--- src/rtl/i2c_register_master_top_assert.svh ---
// Assertion macros for the I2C register master.
// Included by the RTL files that carry concurrent assertions.
`ifndef I2C_REGISTER_MASTER_TOP_ASSERT_SVH
`define I2C_REGISTER_MASTER_TOP_ASSERT_SVH

`ifndef NO_ASSERTIONS

// same-cycle implication
`define IRM_ASSERT_IMPL(name, clk, rst_n, cond, expr) \
    name: assert property (@(posedge clk) disable iff (!rst_n) (cond) |-> (expr)) \
        else $error("i2c register master: assertion failed");

// next-cycle implication
`define IRM_ASSERT_NEXT(name, clk, rst_n, cond, expr) \
    name: assert property (@(posedge clk) disable iff (!rst_n) (cond) |=> (expr)) \
        else $error("i2c register master: assertion failed");

`else

`define IRM_ASSERT_IMPL(name, clk, rst_n, cond, expr)
`define IRM_ASSERT_NEXT(name, clk, rst_n, cond, expr)

`endif

`endif

--- src/rtl/irm_pkg.sv ---
// Types and constants shared by the I2C register master.
// No dependencies.
`timescale 1ns / 1ps
`default_nettype none

package irm_pkg;

    // operation codes on the request channel
    localparam logic [1:0] OP_TICK  = 2'd0;
    localparam logic [1:0] OP_LOAD  = 2'd1;
    localparam logic [1:0] OP_WRITE = 2'd2;
    localparam logic [1:0] OP_READ  = 2'd3;

    // completion status codes
    localparam logic [2:0] STATUS_OK        = 3'd0;
    localparam logic [2:0] STATUS_NOT_HIGH  = 3'd1;
    localparam logic [2:0] STATUS_NOT_LOW   = 3'd2;
    localparam logic [2:0] STATUS_ADDR_NACK = 3'd3;
    localparam logic [2:0] STATUS_DATA_NACK = 3'd4;

    // R/W bit appended to the device address
    localparam logic RW_WRITE = 1'b0;
    localparam logic RW_READ  = 1'b1;

    localparam int LEN_W          = 5;
    localparam int CMD_FIFO_DEPTH = 2;

    typedef struct packed {
        logic [1:0]       operation;
        logic [6:0]       dev_address;
        logic [7:0]       reg_address;
        logic [LEN_W-1:0] length;
        logic [7:0]       data_byte;
        logic             check_data_ack;
        logic             sda_in;
    } req_item_t;

    typedef struct packed {
        logic       scl_drive;
        logic       sda_drive;
        logic       read_valid;
        logic [7:0] read_byte;
        logic       done_res;
        logic [2:0] status;
        logic       busy_res;
    } rsp_item_t;

    typedef enum logic [1:0] {
        CMD_TICK,
        CMD_LOAD,
        CMD_BEGIN_WR,
        CMD_BEGIN_RD
    } cmd_kind_t;

    // classified command handed from the front end to the engine
    typedef struct packed {
        cmd_kind_t        kind;
        logic [14:0]      target;   // device in 14:8, register in 7:0
        logic [LEN_W-1:0] count;    // clamped to the buffer depth for writes
        logic [7:0]       data;
        logic             chk;
        logic             sda;
    } cmd_t;

    typedef enum logic [1:0] {
        MODE_WR,
        MODE_WR_CHK,
        MODE_RD
    } mode_t;

    typedef enum logic [4:0] {
        S_IDLE,
        S_START,
        S_SEND_DEV,
        S_ACK_DEV,
        S_SEND_REG,
        S_ACK_REG,
        S_SEND_DNC,
        S_ACK_DNC,
        S_SEND_DC,
        S_ACK_DC,
        S_RSTART,
        S_SEND_AR,
        S_ACK_AR,
        S_RECV,
        S_MACK,
        S_STOP_OK,
        S_STOP_AN,
        S_STOP_DN
    } state_t;

endpackage

`default_nettype wire

--- src/rtl/i2c_register_master_top.sv ---
// Top level of the I2C register master: front end, command queue, bus engine.
// Depends on irm_pkg, irm_front, irm_cmd_fifo and irm_engine.
`timescale 1ns / 1ps
`default_nettype none

// Open-drain I2C master for register writes and reads, stepped one bus phase per
// tick beat. Every request beat (tick, buffer load, begin write, begin read) yields
// exactly one response beat carrying the SCL/SDA levels after that beat, any received
// byte, completion and status. Throughput is one beat per clock while neither side
// stalls: the sequencer does a full phase update on every accepted beat, and a
// two-entry command queue plus a registered response stage let either side stall
// alone. Write data sits in a BUFFER_DEPTH-entry buffer with a registered read port
// that prefetches the next byte.
module i2c_register_master_top #(
    parameter int BUFFER_DEPTH = 16
) (
    input  wire logic               clk,
    input  wire logic               rst_n,
    input  wire logic               req_valid,
    output logic                    req_ready,
    input  wire irm_pkg::req_item_t req,
    output logic                    rsp_valid,
    input  wire logic               rsp_ready,
    output irm_pkg::rsp_item_t      rsp
);
    import irm_pkg::*;

    cmd_t front_cmd;
    logic front_valid, front_ready;
    cmd_t queue_cmd;
    logic queue_valid, queue_ready;

    irm_front #(
        .BUFFER_DEPTH (BUFFER_DEPTH)
    ) u_front (
        .req_valid (req_valid),
        .req_ready (req_ready),
        .req       (req),
        .cmd_valid (front_valid),
        .cmd_ready (front_ready),
        .cmd       (front_cmd)
    );

    irm_cmd_fifo u_queue (
        .clk        (clk),
        .rst_n      (rst_n),
        .push_valid (front_valid),
        .push_ready (front_ready),
        .push_cmd   (front_cmd),
        .pop_valid  (queue_valid),
        .pop_ready  (queue_ready),
        .pop_cmd    (queue_cmd)
    );

    irm_engine #(
        .BUFFER_DEPTH (BUFFER_DEPTH)
    ) u_engine (
        .clk       (clk),
        .rst_n     (rst_n),
        .cmd_valid (queue_valid),
        .cmd_ready (queue_ready),
        .cmd       (queue_cmd),
        .rsp_valid (rsp_valid),
        .rsp_ready (rsp_ready),
        .rsp       (rsp)
    );

endmodule

`default_nettype wire

--- src/rtl/irm_cmd_fifo.sv ---
// Short command queue between the front end and the bus engine.
// Depends on irm_pkg.
`timescale 1ns / 1ps
`default_nettype none

module irm_cmd_fifo (
    input  wire logic         clk,
    input  wire logic         rst_n,
    input  wire logic         push_valid,
    output logic              push_ready,
    input  wire irm_pkg::cmd_t push_cmd,
    output logic              pop_valid,
    input  wire logic         pop_ready,
    output irm_pkg::cmd_t     pop_cmd
);
    import irm_pkg::*;

    localparam int PTR_W = (CMD_FIFO_DEPTH > 1) ? $clog2(CMD_FIFO_DEPTH) : 1;
    localparam int CNT_W = $clog2(CMD_FIFO_DEPTH + 1);
    localparam logic [PTR_W-1:0] PTR_LAST = PTR_W'(CMD_FIFO_DEPTH - 1);
    localparam logic [CNT_W-1:0] CNT_FULL = CNT_W'(CMD_FIFO_DEPTH);

    cmd_t             entry_reg [CMD_FIFO_DEPTH];
    logic [PTR_W-1:0] wr_ptr_reg, wr_ptr_next;
    logic [PTR_W-1:0] rd_ptr_reg, rd_ptr_next;
    logic [CNT_W-1:0] count_reg, count_next;
    logic             push, pop;

    assign push_ready = (count_reg != CNT_FULL);
    assign pop_valid  = (count_reg != '0);
    assign pop_cmd    = entry_reg[rd_ptr_reg];
    assign push       = push_valid && push_ready;
    assign pop        = pop_valid && pop_ready;

    always_comb
    begin
        wr_ptr_next = wr_ptr_reg;
        rd_ptr_next = rd_ptr_reg;
        count_next  = count_reg;
        if (push)
        begin
            wr_ptr_next = (wr_ptr_reg == PTR_LAST) ? '0 : wr_ptr_reg + 1'b1;
        end
        if (pop)
        begin
            rd_ptr_next = (rd_ptr_reg == PTR_LAST) ? '0 : rd_ptr_reg + 1'b1;
        end
        if (push && !pop)
        begin
            count_next = count_reg + 1'b1;
        end
        else if (pop && !push)
        begin
            count_next = count_reg - 1'b1;
        end
    end

    always_ff @(posedge clk or negedge rst_n)
    begin
        if (!rst_n)
        begin
            wr_ptr_reg <= '0;
            rd_ptr_reg <= '0;
            count_reg  <= '0;
        end
        else
        begin
            wr_ptr_reg <= wr_ptr_next;
            rd_ptr_reg <= rd_ptr_next;
            count_reg  <= count_next;
        end
    end

    always_ff @(posedge clk)
    begin
        if (push)
        begin
            entry_reg[wr_ptr_reg] <= push_cmd;
        end
    end

endmodule

`default_nettype wire

--- src/rtl/irm_front.sv ---
// Front end: takes request beats and classifies them into engine commands.
// Depends on irm_pkg.
`timescale 1ns / 1ps
`default_nettype none

module irm_front #(
    parameter int BUFFER_DEPTH = 16
) (
    input  wire logic              req_valid,
    output logic                   req_ready,
    input  wire irm_pkg::req_item_t req,
    output logic                   cmd_valid,
    input  wire logic              cmd_ready,
    output irm_pkg::cmd_t          cmd
);
    import irm_pkg::*;

    localparam int LEN_TOP = (1 << LEN_W) - 1;
    // a write never runs past the buffer
    localparam logic [LEN_W-1:0] WR_LEN_MAX =
        LEN_W'((BUFFER_DEPTH > LEN_TOP) ? LEN_TOP : BUFFER_DEPTH);

    logic [LEN_W-1:0] wr_len;

    assign wr_len    = (req.length > WR_LEN_MAX) ? WR_LEN_MAX : req.length;
    assign cmd_valid = req_valid;
    assign req_ready = cmd_ready;

    always_comb
    begin
        cmd.target = {req.dev_address, req.reg_address};
        cmd.data   = req.data_byte;
        cmd.chk    = req.check_data_ack;
        cmd.sda    = req.sda_in;
        cmd.count  = req.length;
        unique case (req.operation)
            OP_TICK:  cmd.kind = CMD_TICK;
            OP_LOAD:  cmd.kind = CMD_LOAD;
            OP_WRITE:
            begin
                cmd.kind  = CMD_BEGIN_WR;
                cmd.count = wr_len;
            end
            OP_READ:  cmd.kind = CMD_BEGIN_RD;
        endcase
    end

endmodule

`default_nettype wire

--- src/rtl/irm_engine.sv ---
// Bus engine: transaction sequencer, write buffer and registered result beat.
// Depends on irm_pkg and i2c_register_master_top_assert.svh.
`timescale 1ns / 1ps
`default_nettype none
`include "i2c_register_master_top_assert.svh"

module irm_engine #(
    parameter int BUFFER_DEPTH = 16
) (
    input  wire logic          clk,
    input  wire logic          rst_n,
    input  wire logic          cmd_valid,
    output logic               cmd_ready,
    input  wire irm_pkg::cmd_t cmd,
    output logic               rsp_valid,
    input  wire logic          rsp_ready,
    output irm_pkg::rsp_item_t rsp
);
    import irm_pkg::*;

    localparam int AW = (BUFFER_DEPTH > 1) ? $clog2(BUFFER_DEPTH) : 1;
    localparam int FW = $clog2(BUFFER_DEPTH + 1);
    localparam logic [FW-1:0] FILL_MAX  = FW'(BUFFER_DEPTH);
    localparam logic [AW-1:0] RPTR_LAST = AW'(BUFFER_DEPTH - 1);

    function automatic state_t ack_after(input state_t s);
        state_t r;
        unique case (s)
            S_SEND_DEV: r = S_ACK_DEV;
            S_SEND_REG: r = S_ACK_REG;
            S_SEND_DNC: r = S_ACK_DNC;
            S_SEND_DC:  r = S_ACK_DC;
            default:    r = S_ACK_AR;
        endcase
        return r;
    endfunction

    state_t           st_reg, st_next;
    mode_t            mode_reg, mode_next;
    logic [1:0]       ph_reg, ph_next;
    logic [3:0]       bc_reg, bc_next;
    logic [7:0]       sh_reg, sh_next;
    logic [LEN_W-1:0] cnt_reg, cnt_next;
    logic [FW-1:0]    fill_reg, fill_next;
    logic [14:0]      target_reg, target_next;
    logic             scl_reg, scl_next;
    logic             sda_reg, sda_next;
    logic [AW-1:0]    rptr_reg, rptr_next;
    logic [7:0]       rdata_reg;
    logic [7:0]       mem [BUFFER_DEPTH];

    logic             out_valid_reg;
    rsp_item_t        out_reg;
    rsp_item_t        out_next;

    logic             pop;
    logic             mem_we;
    logic             chain;
    logic             wr_mode;
    logic [3:0]       bc_inc;
    logic [7:0]       sh_in;
    logic [LEN_W-1:0] cnt_dec;
    logic [AW-1:0]    rptr_inc;
    logic [6:0]       dev;
    logic             rd_valid;
    logic [7:0]       rd_byte;
    logic             done;
    logic [2:0]       status;

    assign cmd_ready = !out_valid_reg || rsp_ready;
    assign pop       = cmd_valid && cmd_ready;
    assign rsp_valid = out_valid_reg;
    assign rsp       = out_reg;

    assign wr_mode  = (mode_reg != MODE_RD);
    assign bc_inc   = bc_reg + 4'd1;
    assign sh_in    = {sh_reg[6:0], cmd.sda};
    assign cnt_dec  = cnt_reg - 1'b1;
    assign rptr_inc = (rptr_reg == RPTR_LAST) ? '0 : rptr_reg + 1'b1;
    assign dev      = target_reg[14:8];

    always_comb
    begin
        st_next     = st_reg;
        mode_next   = mode_reg;
        ph_next     = ph_reg;
        bc_next     = bc_reg;
        sh_next     = sh_reg;
        cnt_next    = cnt_reg;
        fill_next   = fill_reg;
        target_next = target_reg;
        scl_next    = scl_reg;
        sda_next    = sda_reg;
        rptr_next   = rptr_reg;
        mem_we      = 1'b0;
        chain       = 1'b0;
        rd_valid    = 1'b0;
        rd_byte     = '0;
        done        = 1'b0;
        status      = STATUS_OK;

        if (pop)
        begin
            unique case (cmd.kind)
                CMD_TICK:
                begin
                    if (st_reg != S_IDLE)
                    begin
                        unique case (st_reg)
                            S_START:
                            begin
                                unique case (ph_reg)
                                    2'd0:
                                    begin
                                        sda_next = 1'b1;
                                        scl_next = 1'b1;
                                        ph_next  = 2'd1;
                                    end
                                    2'd1:
                                    begin
                                        if (!cmd.sda)
                                        begin
                                            st_next = S_IDLE;
                                            ph_next = 2'd0;
                                            done    = 1'b1;
                                            status  = STATUS_NOT_HIGH;
                                            if (wr_mode)
                                            begin
                                                fill_next = '0;
                                            end
                                        end
                                        else
                                        begin
                                            sda_next = 1'b0;
                                            ph_next  = 2'd2;
                                        end
                                    end
                                    default:
                                    begin
                                        if (cmd.sda)
                                        begin
                                            st_next = S_IDLE;
                                            ph_next = 2'd0;
                                            done    = 1'b1;
                                            status  = STATUS_NOT_LOW;
                                            if (wr_mode)
                                            begin
                                                fill_next = '0;
                                            end
                                        end
                                        else
                                        begin
                                            sda_next = 1'b0;
                                            st_next  = S_SEND_DEV;
                                            sh_next  = {dev, RW_WRITE};
                                            bc_next  = '0;
                                            ph_next  = 2'd0;
                                        end
                                    end
                                endcase
                            end

                            S_SEND_DEV, S_SEND_REG, S_SEND_DNC, S_SEND_DC, S_SEND_AR:
                            begin
                                unique case (ph_reg)
                                    2'd0:
                                    begin
                                        scl_next = 1'b0;
                                        ph_next  = 2'd1;
                                    end
                                    2'd1:
                                    begin
                                        sda_next = sh_reg[7];
                                        sh_next  = {sh_reg[6:0], 1'b0};
                                        ph_next  = 2'd2;
                                    end
                                    default:
                                    begin
                                        scl_next = 1'b1;
                                        ph_next  = 2'd0;
                                        bc_next  = bc_inc;
                                        if (bc_inc >= 4'd8)
                                        begin
                                            st_next = ack_after(st_reg);
                                        end
                                    end
                                endcase
                            end

                            S_ACK_DEV, S_ACK_REG, S_ACK_DNC, S_ACK_DC, S_ACK_AR:
                            begin
                                if (ph_reg != 2'd3)
                                begin
                                    unique case (ph_reg)
                                        2'd0:    scl_next = 1'b0;
                                        2'd1:    sda_next = 1'b1;
                                        default: scl_next = 1'b1;
                                    endcase
                                    ph_next = ph_reg + 2'd1;
                                end
                                else
                                begin
                                    // sample slot; the follow-on state starts this beat
                                    chain   = 1'b1;
                                    ph_next = 2'd0;
                                    unique case (st_reg)
                                        S_ACK_DEV:
                                        begin
                                            if (cmd.sda)
                                            begin
                                                st_next = S_STOP_AN;
                                                if (wr_mode)
                                                begin
                                                    fill_next = '0;
                                                end
                                            end
                                            else
                                            begin
                                                st_next = S_SEND_REG;
                                                sh_next = target_reg[7:0];
                                                bc_next = '0;
                                            end
                                        end
                                        S_ACK_REG:
                                        begin
                                            if (mode_reg == MODE_RD)
                                            begin
                                                st_next = S_RSTART;
                                            end
                                            else if (cnt_reg == '0)
                                            begin
                                                st_next   = S_STOP_OK;
                                                fill_next = '0;
                                            end
                                            else
                                            begin
                                                st_next   = (mode_reg == MODE_WR_CHK) ?
                                                            S_SEND_DC : S_SEND_DNC;
                                                sh_next   = rdata_reg;
                                                bc_next   = '0;
                                                rptr_next = rptr_inc;
                                            end
                                        end
                                        S_ACK_DNC, S_ACK_DC:
                                        begin
                                            if (cmd.sda && st_reg == S_ACK_DC)
                                            begin
                                                st_next   = S_STOP_DN;
                                                fill_next = '0;
                                            end
                                            else
                                            begin
                                                cnt_next = cnt_dec;
                                                if (cnt_dec == '0)
                                                begin
                                                    st_next   = S_STOP_OK;
                                                    fill_next = '0;
                                                end
                                                else
                                                begin
                                                    st_next   = (st_reg == S_ACK_DC) ?
                                                                S_SEND_DC : S_SEND_DNC;
                                                    sh_next   = rdata_reg;
                                                    bc_next   = '0;
                                                    rptr_next = rptr_inc;
                                                end
                                            end
                                        end
                                        default:
                                        begin
                                            if (cnt_reg == '0)
                                            begin
                                                st_next = S_STOP_OK;
                                            end
                                            else
                                            begin
                                                st_next = S_RECV;
                                                sh_next = '0;
                                                bc_next = '0;
                                            end
                                        end
                                    endcase
                                end
                            end

                            S_RSTART:
                            begin
                                unique case (ph_reg)
                                    2'd0:
                                    begin
                                        sda_next = 1'b1;
                                        scl_next = 1'b1;
                                        ph_next  = 2'd1;
                                    end
                                    2'd1:
                                    begin
                                        if (!cmd.sda)
                                        begin
                                            // failed repeated start: go straight to address
                                            st_next = S_SEND_AR;
                                            sh_next = {dev, RW_READ};
                                            bc_next = '0;
                                            ph_next = 2'd0;
                                            chain   = 1'b1;
                                        end
                                        else
                                        begin
                                            sda_next = 1'b0;
                                            ph_next  = 2'd2;
                                        end
                                    end
                                    default:
                                    begin
                                        st_next = S_SEND_AR;
                                        sh_next = {dev, RW_READ};
                                        bc_next = '0;
                                        ph_next = 2'd0;
                                        if (cmd.sda)
                                        begin
                                            chain = 1'b1;
                                        end
                                        else
                                        begin
                                            sda_next = 1'b0;
                                        end
                                    end
                                endcase
                            end

                            S_RECV:
                            begin
                                unique case (ph_reg)
                                    2'd0:
                                    begin
                                        if (bc_reg == '0)
                                        begin
                                            sda_next = 1'b1;
                                        end
                                        scl_next = 1'b0;
                                        ph_next  = 2'd1;
                                    end
                                    2'd1:
                                    begin
                                        scl_next = 1'b1;
                                        ph_next  = 2'd2;
                                    end
                                    default:
                                    begin
                                        sh_next = sh_in;
                                        bc_next = bc_inc;
                                        ph_next = 2'd0;
                                        chain   = 1'b1;
                                        if (bc_inc >= 4'd8)
                                        begin
                                            rd_valid = 1'b1;
                                            rd_byte  = sh_in;
                                            st_next  = S_MACK;
                                        end
                                    end
                                endcase
                            end

                            S_MACK:
                            begin
                                unique case (ph_reg)
                                    2'd0:
                                    begin
                                        scl_next = 1'b0;
                                        ph_next  = 2'd1;
                                    end
                                    2'd1:
                                    begin
                                        // NACK the last byte, ACK the rest
                                        sda_next = (cnt_reg == LEN_W'(1));
                                        ph_next  = 2'd2;
                                    end
                                    2'd2:
                                    begin
                                        scl_next = 1'b1;
                                        ph_next  = 2'd3;
                                    end
                                    default:
                                    begin
                                        scl_next = 1'b0;
                                        cnt_next = cnt_dec;
                                        ph_next  = 2'd0;
                                        if (cnt_dec == '0)
                                        begin
                                            st_next = S_STOP_OK;
                                        end
                                        else
                                        begin
                                            st_next = S_RECV;
                                            sh_next = '0;
                                            bc_next = '0;
                                        end
                                    end
                                endcase
                            end

                            S_STOP_OK, S_STOP_AN, S_STOP_DN:
                            begin
                                unique case (ph_reg)
                                    2'd0:
                                    begin
                                        scl_next = 1'b0;
                                        ph_next  = 2'd1;
                                    end
                                    2'd1:
                                    begin
                                        sda_next = 1'b0;
                                        ph_next  = 2'd2;
                                    end
                                    2'd2:
                                    begin
                                        scl_next = 1'b1;
                                        ph_next  = 2'd3;
                                    end
                                    default:
                                    begin
                                        sda_next = 1'b1;
                                        st_next  = S_IDLE;
                                        ph_next  = 2'd0;
                                        done     = 1'b1;
                                        if (st_reg == S_STOP_AN)
                                        begin
                                            status = STATUS_ADDR_NACK;
                                        end
                                        else if (st_reg == S_STOP_DN)
                                        begin
                                            status = STATUS_DATA_NACK;
                                        end
                                    end
                                endcase
                            end

                            default:
                            begin
                                st_next = S_IDLE;
                                ph_next = 2'd0;
                            end
                        endcase

                        // first phase of the state entered on an acknowledge or bit sample
                        if (chain)
                        begin
                            unique case (st_next)
                                S_SEND_DEV, S_SEND_REG, S_SEND_DNC, S_SEND_DC, S_SEND_AR,
                                S_STOP_OK, S_STOP_AN, S_STOP_DN, S_MACK:
                                begin
                                    scl_next = 1'b0;
                                    ph_next  = 2'd1;
                                end
                                S_RECV:
                                begin
                                    if (bc_next == '0)
                                    begin
                                        sda_next = 1'b1;
                                    end
                                    scl_next = 1'b0;
                                    ph_next  = 2'd1;
                                end
                                S_RSTART:
                                begin
                                    sda_next = 1'b1;
                                    scl_next = 1'b1;
                                    ph_next  = 2'd1;
                                end
                                default:
                                begin
                                end
                            endcase
                        end
                    end
                end

                CMD_LOAD:
                begin
                    if (st_reg == S_IDLE && fill_reg < FILL_MAX)
                    begin
                        mem_we    = 1'b1;
                        fill_next = fill_reg + 1'b1;
                    end
                end

                CMD_BEGIN_WR:
                begin
                    if (st_reg == S_IDLE)
                    begin
                        target_next = cmd.target;
                        ph_next     = 2'd0;
                        bc_next     = '0;
                        fill_next   = FW'(cmd.count);
                        cnt_next    = cmd.count;
                        rptr_next   = '0;
                        st_next     = S_START;
                        mode_next   = cmd.chk ? MODE_WR_CHK : MODE_WR;
                    end
                end

                CMD_BEGIN_RD:
                begin
                    if (st_reg == S_IDLE)
                    begin
                        target_next = cmd.target;
                        ph_next     = 2'd0;
                        bc_next     = '0;
                        cnt_next    = cmd.count;
                        st_next     = S_START;
                        mode_next   = MODE_RD;
                    end
                end
            endcase
        end

        out_next.scl_drive  = scl_next;
        out_next.sda_drive  = sda_next;
        out_next.read_valid = rd_valid;
        out_next.read_byte  = rd_byte;
        out_next.done_res   = done;
        out_next.status     = status;
        out_next.busy_res   = (st_next != S_IDLE);
    end

    always_ff @(posedge clk or negedge rst_n)
    begin
        if (!rst_n)
        begin
            st_reg        <= S_IDLE;
            mode_reg      <= MODE_WR;
            ph_reg        <= '0;
            bc_reg        <= '0;
            sh_reg        <= '0;
            cnt_reg       <= '0;
            fill_reg      <= '0;
            target_reg    <= '0;
            scl_reg       <= 1'b1;
            sda_reg       <= 1'b1;
            rptr_reg      <= '0;
            out_valid_reg <= 1'b0;
        end
        else
        begin
            st_reg     <= st_next;
            mode_reg   <= mode_next;
            ph_reg     <= ph_next;
            bc_reg     <= bc_next;
            sh_reg     <= sh_next;
            cnt_reg    <= cnt_next;
            fill_reg   <= fill_next;
            target_reg <= target_next;
            scl_reg    <= scl_next;
            sda_reg    <= sda_next;
            rptr_reg   <= rptr_next;
            if (pop)
            begin
                out_valid_reg <= 1'b1;
            end
            else if (rsp_ready)
            begin
                out_valid_reg <= 1'b0;
            end
        end
    end

    always_ff @(posedge clk)
    begin
        if (pop)
        begin
            out_reg <= out_next;
        end
    end

    // write buffer; the next data byte is read ahead into rdata_reg
    always_ff @(posedge clk)
    begin
        if (mem_we)
        begin
            mem[fill_reg[AW-1:0]] <= cmd.data;
        end
        rdata_reg <= mem[rptr_reg];
    end

    `IRM_ASSERT_IMPL(a_byte_not_done, clk, rst_n, out_valid_reg && out_reg.read_valid, !out_reg.done_res)
    `IRM_ASSERT_IMPL(a_done_not_busy, clk, rst_n, out_valid_reg && out_reg.done_res, !out_reg.busy_res)
    `IRM_ASSERT_IMPL(a_status_on_done, clk, rst_n, out_valid_reg && !out_reg.done_res, out_reg.status == STATUS_OK)
    `IRM_ASSERT_IMPL(a_idle_phase, clk, rst_n, st_reg == S_IDLE, ph_reg == 2'd0)
    `IRM_ASSERT_NEXT(a_load_fills, clk, rst_n, pop && cmd.kind == CMD_LOAD && st_reg == S_IDLE, fill_reg != '0)

endmodule

`default_nettype wire
--- config.mk ---
export PLATFORM = sky130hd
export DESIGN_NAME = i2c_register_master_top
export DESIGN_NICKNAME = d
export VERILOG_FILES = /design/src/rtl/irm_pkg.sv /design/src/rtl/i2c_register_master_top.sv /design/src/rtl/irm_cmd_fifo.sv /design/src/rtl/irm_front.sv /design/src/rtl/irm_engine.sv
export VERILOG_INCLUDE_DIRS = /design/src /design/src/rtl
export SDC_FILE = /design/constraint.sdc
export NUM_CORES = 1
export LEC_CHECK = 0
export BUFFER_PORTS_ARGS = -buffer_cell sky130_fd_sc_hd__buf_2
export CELL_PAD_IN_SITES_DETAIL_PLACEMENT = 1
export CELL_PAD_IN_SITES_GLOBAL_PLACEMENT = 1
export CORE_MARGIN = 5
export CORE_UTILIZATION = 53
export CTS_CLUSTER_SIZE = 25
export DETAILED_ROUTE_END_ITERATION = 6
export MAX_ROUTING_LAYER = met4
export PLACE_DENSITY_LB_ADDON = 0.12
export SLEW_MARGIN = 20
export SYNTH_ARGS = -nofsm -noshare
export SYNTH_HDL_FRONTEND = slang
export SYNTH_SLANG_ARGS = --single-unit
--- constraint.sdc ---
create_clock -name clk -period 11.36 [get_ports clk]
set_input_delay 1.136 -clock clk [delete_from_list [all_inputs] [get_ports clk]]
set_output_delay 1.136 -clock clk [all_outputs]
set_load 0.02 [all_outputs]
==> qor.yml <==
synthesis:
  ys_top_cells_by_area: "sky130_fd_sc_hd__edfxtp_1, sky130_fd_sc_hd__dfrtp_1, sky130_fd_sc_hd__mux2i_1, sky130_fd_sc_hd__mux4_2, sky130_fd_sc_hd__nor2_1"
  synth_warnings: 0
  ys.flop_type: "sky130_fd_sc_hd__edfxtp_1"
  number_of_synthesized_flops_with_an_enable_pin: 208
  synth.net_count: 1007
  ys_ff_latch: 273
  async_set_or_reset_flop_fraction_in_the_synthesized_netlist_pct: 20.9
  netlist_area_sq_mm: 0.0124
  synth.distinct_cells: 79
  synth_top_area_share_pct: 50.4
  synth_seq_area_share_pct: 63.2
  postSynthAreaPerCell_sq_um: 13.0
  synth_area_leader_cell: "sky130_fd_sc_hd__edfxtp_1"
  syn_inst: 952
clock_network:
  clock_tree_from_tritoncts: "yes"
  cts.repair.resized: 0
  cts_inserted_buffers: 29
  count_of_hold_buffers_inserted_by_post_cts_repair: 0
  cts.htree.levels: 1
  clkSinkCount: 273
  clk_transition_reported_paths_ps: 60
  postCtsSetupBuffers: 0
  cts-root-buf: "sky130_fd_sc_hd__clkbuf_16"
  clk_path_buf_depth: 3
  insertion_delay_ps: 550
cells_and_area:
  num-nets-final: 1045
  antenna_cells_inserted: 0
  largest_register_ffs: 128
  most-common-layout-cells: "sky130_fd_sc_hd__edfxtp_1, sky130_fd_sc_hd__nor2_1, sky130_fd_sc_hd__nand2_1"
  post_route_cells_drive_above_1_share_pct: 16.3
  postLayoutCoreUtil_pct: 60.1
  mostFrequentLayoutCell: "sky130_fd_sc_hd__edfxtp_1"
  final_cell_area_sq_mm: 0.0140
  syn_to_final_growth_pct: 12.8
sta:
  max_freq_ghz: 0.224
  timing.final.crit_period_ps: 4470
  timing_worst_slew_pin_value_ps: 1110
  layout_worst_path_cycle_share_pct: 39.4
  timing.final.hold_violations: 0
  timing.final.ws_setup_ps: 6890
  rsz_0062_raised_after_global_routing: "false"
  totalNegativeSetupSlack_ps: 0
  finalSetupViolCount: 0
  drv_slew: 0
  fin_clk_skew_ps: 24.5
  worst_slew_margin_rel_pct: 25.8
die:
  floorplan.io_pins: 54
  floorplan.die.height_um: 163
  initial_core_util_pct: 53.3
  std_cell_rows: 56
  placeableCoreArea_sq_mm: 0.0233
  die-area_sq_mm: 0.0265
  die_span_x_um: 163
place:
  hpwl_mm: 21.5
  gp_congestion: 0.905
  place.port_buffers: 53
  dpl-instance-area_sq_mm: 0.0129
  place_worst_setup_slack_ps: 6840
worst_hold_path:
  holdCritPathClass: "flop to flop"
grt:
  grt_pass1_vias: 8678
  grt_antenna_before_repair: 0
  pin_count_of_the_biggest_net_entering_global_routing: 58
  gr-total-overflow: 0
  grt_pass1_wl_mm: 50.3
  groute.usage.overall_pct: 25.2
pwr:
  cellInternalPower_mw: 2.34
  pwr-share-comb_pct: 29.2
  power_frac_clock_pct: 28.4
  ir_drop_mv: 0.161
  power.leakage_nw: 5.12
  power_switching_share_pct: 34.4
  power.share.sequential_pct: 42.4
  netSwitchingPower_mw: 1.22
  power_density_mw_per_mm2: 255
setup_path:
  worst-setup-path-type: "flop to flop"
  start_kind: "flop"
  path_max_fanout: 34
  setup.worst_path.end_class: "flop"
  arrival_worst_endpoint_ps: 4620
  worstPathRequired_ps: 11510
detailed_routing:
  route.detailed.vias_per_inst: 6.19
  routed_wirelength_mm: 32.2
  detailedRoute.firstPassIterationCount: 6
  drc: 0
  ant_nets: 0
  routedWlPerCell_um: 24.2
  drt_iter0_markers: 644
  vias: 8244
outcome:
  status: "finished clean"
run:
  drv.max_cap_violation_count: 0
-- final cells by class --
cell class                 count  area, sq um
clock buffer                  35          778
multi-input combinational    604         4300
sequential                   273         7840
clock inverter                19          259
inverter                      21         78.8
timing repair buffer          61          338
fill                        2299         9270
tap                          319          399
-- critical path, cell delays in order (launching register included) --
cell                      delay [ps]
sky130_fd_sc_hd__dfrtp_2        1090
sky130_fd_sc_hd__mux2i_1         300
sky130_fd_sc_hd__inv_1           160
sky130_fd_sc_hd__ha_1            420
sky130_fd_sc_hd__nor4b_1         840
sky130_fd_sc_hd__nand2_1         370
sky130_fd_sc_hd__nor3_1          870
-- path summary, 6_finish.rpt --
| check | start | slack, ps | end | depth (start not counted) |
|---|---|---|---|---|
| min in group asynchronous | rst_n | 730 | u_queue.count_reg[0]$_DFFE_PN0P_ | 2 |
| max in group asynchronous | rst_n | 10000 | u_engine.target_reg[6]$_DFFE_PN0P_ | 2 |
| min reg2reg | u_engine.rsp_valid$_DFFE_PN0P_ | 500 | u_engine.rsp_valid$_DFFE_PN0P_ | 2 |
| max | u_queue.rd_ptr_reg$_DFFE_PN0P_ | 6890 | u_engine.mem[3][7]$_DFFE_PP_ | 6 |
| min | u_engine.rsp_valid$_DFFE_PN0P_ | 500 | u_engine.rsp_valid$_DFFE_PN0P_ | 2 |
| max reg2reg | u_queue.rd_ptr_reg$_DFFE_PN0P_ | 6890 | u_engine.mem[3][7]$_DFFE_PP_ | 6 |
-- cell families (layout without fill, tap and decap cells) --
kind of cell               after synthesis  in the layout  share of synthesized area (%)
adders and majority gates               20             20                           2.00
buffers and inverters                   75            136                           2.42
xor gates and xnor gates                10             10                          0.706
and+or+nand+nor                        262            262                           10.5
AOI/OAI and AO/OA                      223            223                           12.1
muxes                                   89             89                           9.04
DFF                                    273            273                           63.2
-- power groups by stage --
stage,Sequential (mW),Clock (mW),Combinational [mW]
3_5_place_dp,1.53,0,1.02
5_1_grt,1.53,1.08,1.13
2_1_floorplan,1.45,0,0.738
3_3_place_gp,1.51,0,0.989
4_1_cts,1.51,1.03,1.04
6_report,1.51,1.01,1.04
-- metal layers --
layer	vias up	wire, um	global-route usage [%]
li1	3737	-	-
met1	4210	13700	32.8
met2	240	16200	42.1
met3	57	1540	3.49
met4	0	808	6.90
met5	-	0	-
-- synthesized netlist by cell type, drive strengths merged, types with 4 or more instances --
cell type,number
nor2,71
nor3b,4
ha,19
and3,5
o221ai,5
nand3,23
a221oi,21
nor4,5
o211ai,5
inv,20
mux4,16
xor2,4
a21o,10
a22oi,13
a222oi,7
a211oi,4
dfxtp,8
mux2,18
o21ai,56
xnor2,6
a22o,7
edfxtp,208
nand2b,14
o22ai,5
nand2,65
nand4,5
o31ai,6
buf,15
clkbuf,39
a21oi,52
mux2i,55
dfrtp,55
or2,5
nor3,18
and2,16
nor2b,11
nand3b,6
a31oi,5
or3,5
-- metrics by stage --
stage	hold slack (ps)	cells	power, mW
6_report	505	1332	3.56
5_1_grt	543	1332	3.74
4_1_cts	507	1331	3.57
3_5_place_dp	490	1277	2.55
3_3_place_gp	480	1277	2.50
2_1_floorplan	456	952	2.18
No activity file was read; power rests on OpenSTA's default activity.
